`config.mk`:
```
export PLATFORM = sky130hd
export DESIGN_NAME = mesh_flood_dedup_relay_top
export DESIGN_NICKNAME = d
export VERILOG_FILES = /design/src/rtl/mfdr_pkg.sv /design/src/rtl/mfdr_seen_cache.sv /design/src/rtl/mfdr_pay_buf.sv /design/src/rtl/mesh_flood_dedup_relay_top.sv
export SDC_FILE = /design/constraint.sdc
export NUM_CORES = 1
export LEC_CHECK = 0
export BUFFER_PORTS_ARGS = -buffer_cell sky130_fd_sc_hd__buf_2
export CAP_MARGIN = 20
export CORE_MARGIN = 5
export CORE_UTILIZATION = 46
export DETAILED_ROUTE_END_ITERATION = 7
export PLACE_DENSITY = 0.64
export RECOVER_POWER = 50
export SETUP_SLACK_MARGIN = 0.02
export SLEW_MARGIN = 5
export SYNTH_ARGS = -nofsm -noshare
export SYNTH_HDL_FRONTEND = slang
export SYNTH_SLANG_ARGS = --single-unit
```
`constraint.sdc`:
```
create_clock -name clk_i -period 3.7 [get_ports clk_i]
set_input_delay 0.185 -clock clk_i [delete_from_list [all_inputs] [get_ports clk_i]]
set_output_delay 0.185 -clock clk_i [all_outputs]
set_load 0.02 [all_outputs]
```
`src/rtl/mfdr_pkg.sv`:
```
`timescale 1ns / 1ps
// Shared constants, codes and handshake structs for the mesh flood relay.
// Used by the seen cache, the payload buffer and the top level.
package mfdr_pkg;

  localparam int SeenDepthDef  = 16;
  localparam int MaxPayloadDef = 13;
  localparam int HdrLen        = 6;

  localparam logic [7:0]  MAGIC_BYTE = 8'h4D;
  localparam logic [31:0] EMPTY_KEY  = 32'hFFFF_FFFF;

  localparam logic [1:0] KIND_VERDICT = 2'd0;
  localparam logic [1:0] KIND_PAYLOAD = 2'd1;
  localparam logic [1:0] KIND_RELAY   = 2'd2;

  localparam logic [1:0] V_DELIVERED = 2'd0;
  localparam logic [1:0] V_NOT_MESH  = 2'd1;
  localparam logic [1:0] V_ECHO      = 2'd2;
  localparam logic [1:0] V_DUPLICATE = 2'd3;

  localparam logic REG_RELAY_EN = 1'b0;
  localparam logic REG_OWN_ID   = 1'b1;

  typedef struct packed {
    logic start;
    logic commit;
  } seen_req_t;

  typedef struct packed {
    logic done;
    logic hit;
  } seen_rsp_t;

endpackage

```
`src/rtl/mfdr_seen_cache.sv`:
```
`timescale 1ns / 1ps
// Ring of recently seen packet keys in a synchronous one-read-port memory.
// Searches the ring one entry per cycle and records new keys. Uses mfdr_pkg.
module mfdr_seen_cache #(
  parameter int SEEN_DEPTH = mfdr_pkg::SeenDepthDef
) (
  input  logic                clk_i,
  input  logic                rst_ni,
  input  mfdr_pkg::seen_req_t req_i,
  input  logic [31:0]         key_i,
  output mfdr_pkg::seen_rsp_t rsp_o
);
  import mfdr_pkg::*;

  localparam int IW = $clog2(SEEN_DEPTH);
  localparam int CW = $clog2(SEEN_DEPTH + 1);

  logic [31:0]   mem [SEEN_DEPTH];
  logic [31:0]   rdata_q;
  logic          scan_q, scan_d;
  logic [IW-1:0] rd_idx_q, rd_idx_d;
  logic          cmp_v_q, cmp_last_q;
  logic [IW-1:0] cmp_idx_q;
  logic          hit_q, hit_d;
  logic [IW-1:0] next_q, next_d;
  logic [CW-1:0] fill_q, fill_d;
  logic [31:0]   entry;
  logic          match;
  logic          rd_last;

  // Entries at or beyond the fill count were never written and read as empty.
  assign entry   = (CW'(cmp_idx_q) < fill_q) ? rdata_q : EMPTY_KEY;
  assign match   = cmp_v_q && (entry == key_i);
  assign rd_last = (rd_idx_q == IW'(SEEN_DEPTH - 1));

  assign rsp_o.done = cmp_v_q && cmp_last_q;
  assign rsp_o.hit  = hit_q || match;

  always_comb begin
    scan_d   = scan_q;
    rd_idx_d = rd_idx_q;
    hit_d    = hit_q || match;
    next_d   = next_q;
    fill_d   = fill_q;
    if (req_i.start) begin
      scan_d   = 1'b1;
      rd_idx_d = '0;
      hit_d    = 1'b0;
    end else if (scan_q) begin
      rd_idx_d = rd_idx_q + IW'(1);
      if (rd_last) begin
        scan_d = 1'b0;
      end
    end
    if (req_i.commit) begin
      next_d = (next_q == IW'(SEEN_DEPTH - 1)) ? '0 : next_q + IW'(1);
      if (fill_q != CW'(SEEN_DEPTH)) begin
        fill_d = fill_q + CW'(1);
      end
    end
  end

  always_ff @(posedge clk_i or negedge rst_ni) begin
    if (!rst_ni) begin
      scan_q     <= 1'b0;
      rd_idx_q   <= '0;
      cmp_v_q    <= 1'b0;
      cmp_last_q <= 1'b0;
      cmp_idx_q  <= '0;
      hit_q      <= 1'b0;
      next_q     <= '0;
      fill_q     <= '0;
    end else begin
      scan_q     <= scan_d;
      rd_idx_q   <= rd_idx_d;
      cmp_v_q    <= scan_q && !req_i.start;
      cmp_last_q <= scan_q && rd_last;
      cmp_idx_q  <= rd_idx_q;
      hit_q      <= hit_d;
      next_q     <= next_d;
      fill_q     <= fill_d;
    end
  end

  always_ff @(posedge clk_i) begin
    if (req_i.commit) begin
      mem[next_q] <= key_i;
    end
    if (scan_q) begin
      rdata_q <= mem[rd_idx_q];
    end
  end

endmodule

```
`src/rtl/mfdr_pay_buf.sv`:
```
`timescale 1ns / 1ps
// Payload byte buffer: one write port and one registered read port.
// Depends on mfdr_pkg for the default depth.
module mfdr_pay_buf #(
  parameter int MAX_PAYLOAD = mfdr_pkg::MaxPayloadDef,
  parameter int AW          = (MAX_PAYLOAD > 1) ? $clog2(MAX_PAYLOAD) : 1
) (
  input  logic          clk_i,
  input  logic          wr_en_i,
  input  logic [AW-1:0] wr_addr_i,
  input  logic [7:0]    wr_data_i,
  input  logic          rd_en_i,
  input  logic [AW-1:0] rd_addr_i,
  output logic [7:0]    rd_data_o
);

  logic [7:0] mem [MAX_PAYLOAD];
  logic [7:0] rd_data_q;

  assign rd_data_o = rd_data_q;

  always_ff @(posedge clk_i) begin
    if (wr_en_i) begin
      mem[wr_addr_i] <= wr_data_i;
    end
    if (rd_en_i) begin
      rd_data_q <= mem[rd_addr_i];
    end
  end

endmodule

```
`src/rtl/mesh_flood_dedup_relay_top.sv`:
```
`timescale 1ns / 1ps
// Mesh flood relay: receives a packet one byte per beat, checks it against a
// ring of recently seen keys, and streams the verdict, payload and relay bytes.
// Depends on mfdr_pkg, mfdr_seen_cache and mfdr_pay_buf.
//
// Each received byte is taken in ST_RX. After the last byte the block checks the
// header in ST_CHK; a packet that is neither malformed nor an echo is then
// searched against the seen ring, one entry per cycle through the ring
// memory's single read port. The verdict goes straight to the output register,
// while every payload or relay byte passes through ST_RD, where payload bytes
// are read from the payload buffer, and ST_WR, which loads the output register.
// The ring needs no clearing pass after reset: a fill count marks the entries
// written so far, and the others read as empty.
module mesh_flood_dedup_relay_top #(
  parameter int SEEN_DEPTH  = mfdr_pkg::SeenDepthDef,
  parameter int MAX_PAYLOAD = mfdr_pkg::MaxPayloadDef,
  parameter int CNT_W       = $clog2(MAX_PAYLOAD + 1)
) (
  input  logic             clk_i,
  input  logic             rst_ni,
  input  logic             cfg_we_i,
  input  logic             cfg_idx_i,
  input  logic [15:0]      cfg_data_i,
  input  logic             in_valid_i,
  output logic             in_stall_o,
  input  logic [7:0]       rx_byte_i,
  input  logic             rx_last_i,
  output logic             out_valid_o,
  input  logic             out_stall_i,
  output logic [1:0]       out_kind_o,
  output logic [1:0]       verdict_o,
  output logic             relay_flag_o,
  output logic [7:0]       hop_ttl_o,
  output logic [15:0]      message_id_o,
  output logic [15:0]      source_id_o,
  output logic [CNT_W-1:0] payload_count_o,
  output logic [7:0]       data_byte_o,
  output logic             out_last_o
);
  import mfdr_pkg::*;

  localparam int POS_W = $clog2(HdrLen + MAX_PAYLOAD + 1);
  localparam int AW    = (MAX_PAYLOAD > 1) ? $clog2(MAX_PAYLOAD) : 1;

  localparam logic [2:0] ST_RX   = 3'd0;
  localparam logic [2:0] ST_CHK  = 3'd1;
  localparam logic [2:0] ST_SRCH = 3'd2;
  localparam logic [2:0] ST_VERD = 3'd3;
  localparam logic [2:0] ST_RD   = 3'd4;
  localparam logic [2:0] ST_WR   = 3'd5;

  logic [2:0]       state_q, state_d;
  logic             relay_en_q;
  logic [15:0]      own_id_q;
  logic [POS_W-1:0] pos_q, pos_d;
  logic             magic_q, magic_d;
  logic [7:0]       ttl_q, ttl_d;
  logic [15:0]      msg_q, msg_d;
  logic [15:0]      src_q, src_d;
  logic [1:0]       vcode_q, vcode_d;
  logic             relay_q, relay_d;
  logic [CNT_W-1:0] count_q, count_d;
  logic             phase_q, phase_d;
  logic [POS_W-1:0] idx_q, idx_d;

  logic             o_valid_q, o_valid_d;
  logic [1:0]       o_kind_q, o_kind_d;
  logic [1:0]       o_verd_q, o_verd_d;
  logic             o_relay_q, o_relay_d;
  logic [7:0]       o_ttl_q, o_ttl_d;
  logic [15:0]      o_msg_q, o_msg_d;
  logic [15:0]      o_src_q, o_src_d;
  logic [CNT_W-1:0] o_cnt_q, o_cnt_d;
  logic [7:0]       o_data_q, o_data_d;
  logic             o_last_q, o_last_d;

  seen_req_t        seen_req;
  seen_rsp_t        seen_rsp;
  logic             in_acc;
  logic             ofree;
  logic             load;
  logic [POS_W-1:0] pay_off;
  logic [POS_W-1:0] rd_off;
  logic [POS_W-1:0] idx_nx;
  logic             pay_we;
  logic             pay_re;
  logic [7:0]       pay_rdata;
  logic [7:0]       hdr_byte;
  logic             is_delivered;

  assign in_stall_o   = (state_q != ST_RX);
  assign in_acc       = in_valid_i && !in_stall_o;
  assign ofree        = !o_valid_q || !out_stall_i;
  assign pay_off      = pos_q - POS_W'(HdrLen);
  assign pay_we       = in_acc && (pos_q >= POS_W'(HdrLen))
                        && (pos_q < POS_W'(HdrLen + MAX_PAYLOAD));
  assign rd_off       = phase_q ? (idx_q - POS_W'(HdrLen)) : idx_q;
  assign pay_re       = (state_q == ST_RD) && (!phase_q || (idx_q >= POS_W'(HdrLen)));
  assign idx_nx       = idx_q + POS_W'(1);
  assign is_delivered = (vcode_q == V_DELIVERED);

  always_comb begin
    unique case (idx_q[2:0])
      3'd0:    hdr_byte = MAGIC_BYTE;
      3'd1:    hdr_byte = ttl_q - 8'd1;
      3'd2:    hdr_byte = msg_q[7:0];
      3'd3:    hdr_byte = msg_q[15:8];
      3'd4:    hdr_byte = src_q[7:0];
      3'd5:    hdr_byte = src_q[15:8];
      default: hdr_byte = 8'd0;
    endcase
  end

  mfdr_seen_cache #(
    .SEEN_DEPTH(SEEN_DEPTH)
  ) u_seen (
    .clk_i (clk_i),
    .rst_ni(rst_ni),
    .req_i (seen_req),
    .key_i ({msg_q, src_q}),
    .rsp_o (seen_rsp)
  );

  mfdr_pay_buf #(
    .MAX_PAYLOAD(MAX_PAYLOAD),
    .AW         (AW)
  ) u_pay (
    .clk_i    (clk_i),
    .wr_en_i  (pay_we),
    .wr_addr_i(pay_off[AW-1:0]),
    .wr_data_i(rx_byte_i),
    .rd_en_i  (pay_re),
    .rd_addr_i(rd_off[AW-1:0]),
    .rd_data_o(pay_rdata)
  );

  always_comb begin
    state_d  = state_q;
    pos_d    = pos_q;
    magic_d  = magic_q;
    ttl_d    = ttl_q;
    msg_d    = msg_q;
    src_d    = src_q;
    vcode_d  = vcode_q;
    relay_d  = relay_q;
    count_d  = count_q;
    phase_d  = phase_q;
    idx_d    = idx_q;
    seen_req = '0;
    load     = 1'b0;
    o_kind_d = KIND_VERDICT;
    o_data_d = 8'd0;
    o_last_d = 1'b1;

    unique case (state_q)
      ST_RX: begin
        if (in_acc) begin
          unique case (pos_q)
            POS_W'(0): magic_d = (rx_byte_i == MAGIC_BYTE);
            POS_W'(1): ttl_d = rx_byte_i;
            POS_W'(2): msg_d = {msg_q[15:8], rx_byte_i};
            POS_W'(3): msg_d = {rx_byte_i, msg_q[7:0]};
            POS_W'(4): src_d = {src_q[15:8], rx_byte_i};
            POS_W'(5): src_d = {rx_byte_i, src_q[7:0]};
            default: ;
          endcase
          if (pos_q < POS_W'(HdrLen + MAX_PAYLOAD)) begin
            pos_d = pos_q + POS_W'(1);
          end
          if (rx_last_i) begin
            state_d = ST_CHK;
          end
        end
      end
      ST_CHK: begin
        pos_d   = '0;
        magic_d = 1'b0;
        relay_d = 1'b0;
        count_d = '0;
        if ((pos_q < POS_W'(HdrLen)) || !magic_q) begin
          vcode_d = V_NOT_MESH;
          state_d = ST_VERD;
        end else begin
          count_d = CNT_W'(pay_off);
          if (src_q == own_id_q) begin
            vcode_d = V_ECHO;
            state_d = ST_VERD;
          end else begin
            seen_req.start = 1'b1;
            state_d        = ST_SRCH;
          end
        end
      end
      ST_SRCH: begin
        if (seen_rsp.done) begin
          state_d = ST_VERD;
          if (seen_rsp.hit) begin
            vcode_d = V_DUPLICATE;
          end else begin
            vcode_d         = V_DELIVERED;
            relay_d         = relay_en_q && (ttl_q != 8'd0);
            seen_req.commit = 1'b1;
          end
        end
      end
      ST_VERD: begin
        if (ofree) begin
          load     = 1'b1;
          o_last_d = !(is_delivered && (relay_q || (count_q != '0)));
          idx_d    = '0;
          phase_d  = (count_q == '0);
          state_d  = o_last_d ? ST_RX : ST_RD;
        end
      end
      ST_RD: begin
        state_d = ST_WR;
      end
      ST_WR: begin
        if (ofree) begin
          load = 1'b1;
          if (!phase_q) begin
            o_kind_d = KIND_PAYLOAD;
            o_data_d = pay_rdata;
            o_last_d = !relay_q && (idx_nx == POS_W'(count_q));
            if (idx_nx == POS_W'(count_q)) begin
              phase_d = 1'b1;
              idx_d   = '0;
              state_d = relay_q ? ST_RD : ST_RX;
            end else begin
              idx_d   = idx_nx;
              state_d = ST_RD;
            end
          end else begin
            o_kind_d = KIND_RELAY;
            o_data_d = (idx_q < POS_W'(HdrLen)) ? hdr_byte : pay_rdata;
            o_last_d = (idx_nx == POS_W'(HdrLen) + POS_W'(count_q));
            idx_d    = idx_nx;
            state_d  = o_last_d ? ST_RX : ST_RD;
          end
        end
      end
      default: state_d = ST_RX;
    endcase
  end

  // Malformed packets report a blank header and no payload.
  always_comb begin
    o_valid_d = o_valid_q && out_stall_i;
    o_verd_d  = o_verd_q;
    o_relay_d = o_relay_q;
    o_ttl_d   = o_ttl_q;
    o_msg_d   = o_msg_q;
    o_src_d   = o_src_q;
    o_cnt_d   = o_cnt_q;
    if (load) begin
      o_valid_d = 1'b1;
      o_verd_d  = vcode_q;
      o_relay_d = relay_q;
      o_cnt_d   = count_q;
      o_ttl_d   = (vcode_q == V_NOT_MESH) ? 8'd0 : ttl_q;
      o_msg_d   = (vcode_q == V_NOT_MESH) ? 16'd0 : msg_q;
      o_src_d   = (vcode_q == V_NOT_MESH) ? 16'd0 : src_q;
    end
  end

  always_ff @(posedge clk_i or negedge rst_ni) begin
    if (!rst_ni) begin
      state_q    <= ST_RX;
      relay_en_q <= 1'b1;
      own_id_q   <= '0;
      pos_q      <= '0;
      magic_q    <= 1'b0;
      ttl_q      <= '0;
      msg_q      <= '0;
      src_q      <= '0;
      vcode_q    <= V_DELIVERED;
      relay_q    <= 1'b0;
      count_q    <= '0;
      phase_q    <= 1'b0;
      idx_q      <= '0;
      o_valid_q  <= 1'b0;
    end else begin
      state_q   <= state_d;
      pos_q     <= pos_d;
      magic_q   <= magic_d;
      ttl_q     <= ttl_d;
      msg_q     <= msg_d;
      src_q     <= src_d;
      vcode_q   <= vcode_d;
      relay_q   <= relay_d;
      count_q   <= count_d;
      phase_q   <= phase_d;
      idx_q     <= idx_d;
      o_valid_q <= o_valid_d;
      if (cfg_we_i) begin
        unique case (cfg_idx_i)
          REG_RELAY_EN: relay_en_q <= cfg_data_i[0];
          REG_OWN_ID:   own_id_q   <= cfg_data_i;
          default: ;
        endcase
      end
    end
  end

  always_ff @(posedge clk_i) begin
    if (load) begin
      o_kind_q <= o_kind_d;
      o_data_q <= o_data_d;
      o_last_q <= o_last_d;
    end
    o_verd_q  <= o_verd_d;
    o_relay_q <= o_relay_d;
    o_ttl_q   <= o_ttl_d;
    o_msg_q   <= o_msg_d;
    o_src_q   <= o_src_d;
    o_cnt_q   <= o_cnt_d;
  end

  assign out_valid_o     = o_valid_q;
  assign out_kind_o      = o_kind_q;
  assign verdict_o       = o_verd_q;
  assign relay_flag_o    = o_relay_q;
  assign hop_ttl_o       = o_ttl_q;
  assign message_id_o    = o_msg_q;
  assign source_id_o     = o_src_q;
  assign payload_count_o = o_cnt_q;
  assign data_byte_o     = o_data_q;
  assign out_last_o      = o_last_q;

`ifndef SYNTH
  a_data_beat_delivered: assert property (@(posedge clk_i) disable iff (!rst_ni)
    out_valid_o && (out_kind_o != KIND_VERDICT) |-> verdict_o == V_DELIVERED)
    else $error("payload or relay beat carries a verdict other than delivered");

  a_not_mesh_blank: assert property (@(posedge clk_i) disable iff (!rst_ni)
    out_valid_o && (verdict_o == V_NOT_MESH)
    |-> (message_id_o == 16'd0) && (source_id_o == 16'd0) && out_last_o)
    else $error("malformed packet verdict carries header data");

  a_relay_flagged: assert property (@(posedge clk_i) disable iff (!rst_ni)
    out_valid_o && (out_kind_o == KIND_RELAY) |-> relay_flag_o)
    else $error("relay beat without relay flag");

  a_count_bound: assert property (@(posedge clk_i) disable iff (!rst_ni)
    out_valid_o |-> payload_count_o <= CNT_W'(MAX_PAYLOAD))
    else $error("payload count above maximum");
`endif

endmodule

```
==> impl_metrics.py <==
metrics = {
    "sta": {
        "fin_crit_sh": 1.001,
        "fin_skew_ns": 0.02118,
        "period_minus_slack_ns": 3.703,
        "whs_ns": 0.04928,
        "fin_tns_setup_ns": -0.006329,
        "setup_ws_ns": -0.002858,
        "setup_violations": 4,
        "grt_setup_unrepaired": "true",
        "relSlewSlack": -0.5966,
        "fmax_ghz": 0.2701,
        "worst-slew-pin-transition_ns": 2.395,
        "hold_viol": 0,
        "slew_viol_final": 137,
    },
    "logic_synthesis": {
        "synth_top_cell_by_area": "edfxtp_1",
        "synth_seq_cells": 815,
        "synth_ff_type": "edfxtp_1",
        "yosys.area.top_type_share": 0.6591,
        "ys_warn_count": 0,
        "synthTopCellsByCount": "714 x edfxtp_1, 192 x mux4_2, 100 x dfrtp_1, 55 x nand2_1, 52 x clkbuf_1",
        "synth_most_common_cell": "edfxtp_1",
        "syn-num-nets": 1713,
        "synth_area_per_cell_um2": 19.63,
        "syn_area_um2": 32530,
        "syn_inst": 1657,
        "synthDistinctLibCells": 72,
        "synthArstFlopShare": 0.1239,
        "synth.area.top_cells": "edfxtp_1 66%, mux4_2 13%, dfrtp_1 7.7%",
        "yosysSeqAreaShare": 0.7369,
        "synth-edff-count": 714,
    },
    "worst_setup_path": {
        "worstPathRequired_ns": 3.93,
        "cp.arrival_ns": 3.94,
        "start_kind": "flip-flop",
        "cp_max_fo": 32,
        "critPathKind": "flip-flop to flip-flop",
        "setup.worst_path.end_class": "flip-flop",
    },
    "final_layout": {
        "nets": 1920,
        "stdcell_area_um2": 37410,
        "syn_to_final_growth_pct": 15.00,
        "fillers": 5465,
        "fin_util": 0.5342,
        "multiInputGateArea_um2": 8185,
        "n_antenna_cell": 0,
        "drive_gt1_frac": 0.2649,
        "seq_area_um2": 23970,
    },
    "clock_network": {
        "cts_tree": "yes",
        "cts_buffers": 83,
        "cts_max_path_buffers": 3,
        "clk_latency_ns": 0.62,
        "root_buffer": "clkbuf_16",
        "cts.sinks": 815,
        "h-tree-depth": 3,
        "clkSlewWorstSetupHoldPaths_ns": 0.06,
    },
    "drt": {
        "wire_per_inst_um": 28.35,
        "vias": 17070,
        "wirelength_mm": 81.33,
        "drtIter0Drc": 1852,
        "drc": 0,
        "drtPass1Iterations": 7,
        "antenna_left": 0,
        "viasPerCell": 5.949,
    },
    "floorplanning": {
        "die_h_um": 275.9,
        "coreArea_um2": 70030,
        "initial_core_util": 0.4645,
        "rows": 97,
        "num_io_pins": 91,
        "fp.dieW_um": 275.9,
        "die_area_um2": 76130,
    },
    "min_path": {
        "hold_path.class": "input port to flip-flop",
    },
    "grt": {
        "grt_util_all_layers": 0.2146,
        "grt_pass1_wl_mm": 118.7,
        "grt_max_degree": 53,
        "overflow": 0,
        "grt_pass1_vias": 17510,
        "antenna_found_initial": 6,
    },
    "status": {
        "status": "finished, violations left",
        "violations": "capacitance limit, slew limit, setup timing",
    },
    "placement": {
        "io_buffers": 90,
        "place_congestion": 0.8811,
        "place_area_um2": 34650,
        "dp_hpwl_mm": 52.82,
    },
    "flow_run": {
        "cap_violations": 5,
    },
    "pwr": {
        "p_per_area_nw_per_um2": 599.4,
        "p_leak_nw": 12.39,
        "ir_worst_vdd_v": 0.0004050,
    },
}
-- what timing repair did --
item                                    in CTS  in global routing
endpoints found under the hold margin       95                  0
hold buffers                                21                  0
setup buffers                                0                  0
endpoints found under the setup margin     189                224
gates resized for setup                      7                  4
-- final cells by class --
class / count / area share
Tap cell: 940 / 0.03144
Multi-Input combinational cell: 728 / 0.2188
Timing Repair Buffer: 194 / 0.03298
Clock buffer: 101 / 0.05790
Clock inverter: 49 / 0.01385
Sequential cell: 815 / 0.6408
Inverter: 42 / 0.004214
-- placed cells by master, fill, tap and decap left out, drive strengths merged, types with 13 or more instances in the layout --
| cell type | count |
|---|---|
| ha | 25 |
| clkbuf | 152 |
| nor3 | 13 |
| dlygate4sd3 | 21 |
| clkinv | 34 |
| nor2 | 39 |
| and3 | 17 |
| inv | 46 |
| o21ai | 41 |
| xnor2 | 31 |
| dfrtp | 100 |
| and2 | 47 |
| mux4 | 192 |
| a21oi | 31 |
| buf | 122 |
| nand2 | 55 |
| nand2b | 19 |
| mux2 | 52 |
| edfxtp | 714 |
| nand4 | 18 |
| nor2b | 16 |
| xor2 | 19 |
-- path summary, 6_finish.rpt --
kind,startpoint,end,slack (ns),cells after the start
worst min register to register,own_id_q[9],own_id_q[9],0.53,1
worst max register to register,u_seen.fill_q[1],u_seen.mem[4][21],-0.003,11
min in group asynchronous,rst_ni,own_id_q[6],0.53,2
worst min-delay path,rx_last_i,state_q[0],0.05,5
max in group asynchronous,rst_ni,idx_q[0],0.95,3
worst max-delay path,u_seen.fill_q[1],u_seen.mem[4][21],-0.003,11
-- kinds of logic (layout without fill, tap and decap cells) --
kind of cell	after synthesis	count (layout)	synth area share
buffers and inverters	114	386	0.01350
AOI/OAI and AO/OA	142	142	0.03004
muxes	247	247	0.1520
DFF	815	815	0.7369
and+or+nand+nor	264	264	0.04454
adders and majority gates	25	25	0.009616
xor gates and xnor gates	50	50	0.01346
-- power by group --
part	switching, mW	leakage [nW]	internal, mW
combinational	1.95	3.29	0.824
sequential	0.395	7.79	10.9
clock	3.44	1.31	4.88
-- critical path, cell delays in order, from the launching register on --
cell	delay, ns
dfrtp_1	0.39
inv_1	0.08
ha_1	0.28
nand2_1	0.06
o21ai_1	0.22
buf_4	0.17
a21oi_1	0.13
o211ai_1	0.30
a2111oi_4	0.10
a311oi_2	0.43
buf_4	0.30
and3_2	0.84
-- sequential cells by signal, summed over array words and instances (netlist names), 8 cells and up --
register         count
source_id_o         16
u_pay.rd_data_o      8
u_seen.mem         512
data_byte_o          8
u_seen.rdata_q      32
message_id_o        16
msg_q               16
hop_ttl_o            8
src_q               16
ttl_q                8
u_pay.mem          104
own_id_q            16
-- stage by stage --
step	power (mW)	std cells	worst slack [ns]
4_1_cts	22.62	2869	0.01188
6_report	22.42	2869	-0.002858
5_1_grt	23.17	2869	-0.1986
2_1_floorplan	12.88	1657	0.1429
3_5_place_dp	14.34	2698	-0.04477
3_3_place_gp	14.26	2698	0.08586
-- routing by layer --
metal | vias to the layer above | wire length [µm] | track usage
li1 | 7138 | - | -
met5 | - | 13 | 0
met1 | 9078 | 33890 | 0.3081
met2 | 722 | 39520 | 0.3445
met3 | 128 | 5901 | 0.03951
met4 | 2 | 1999 | 0.05783
(Power assumes the default switching activity.)
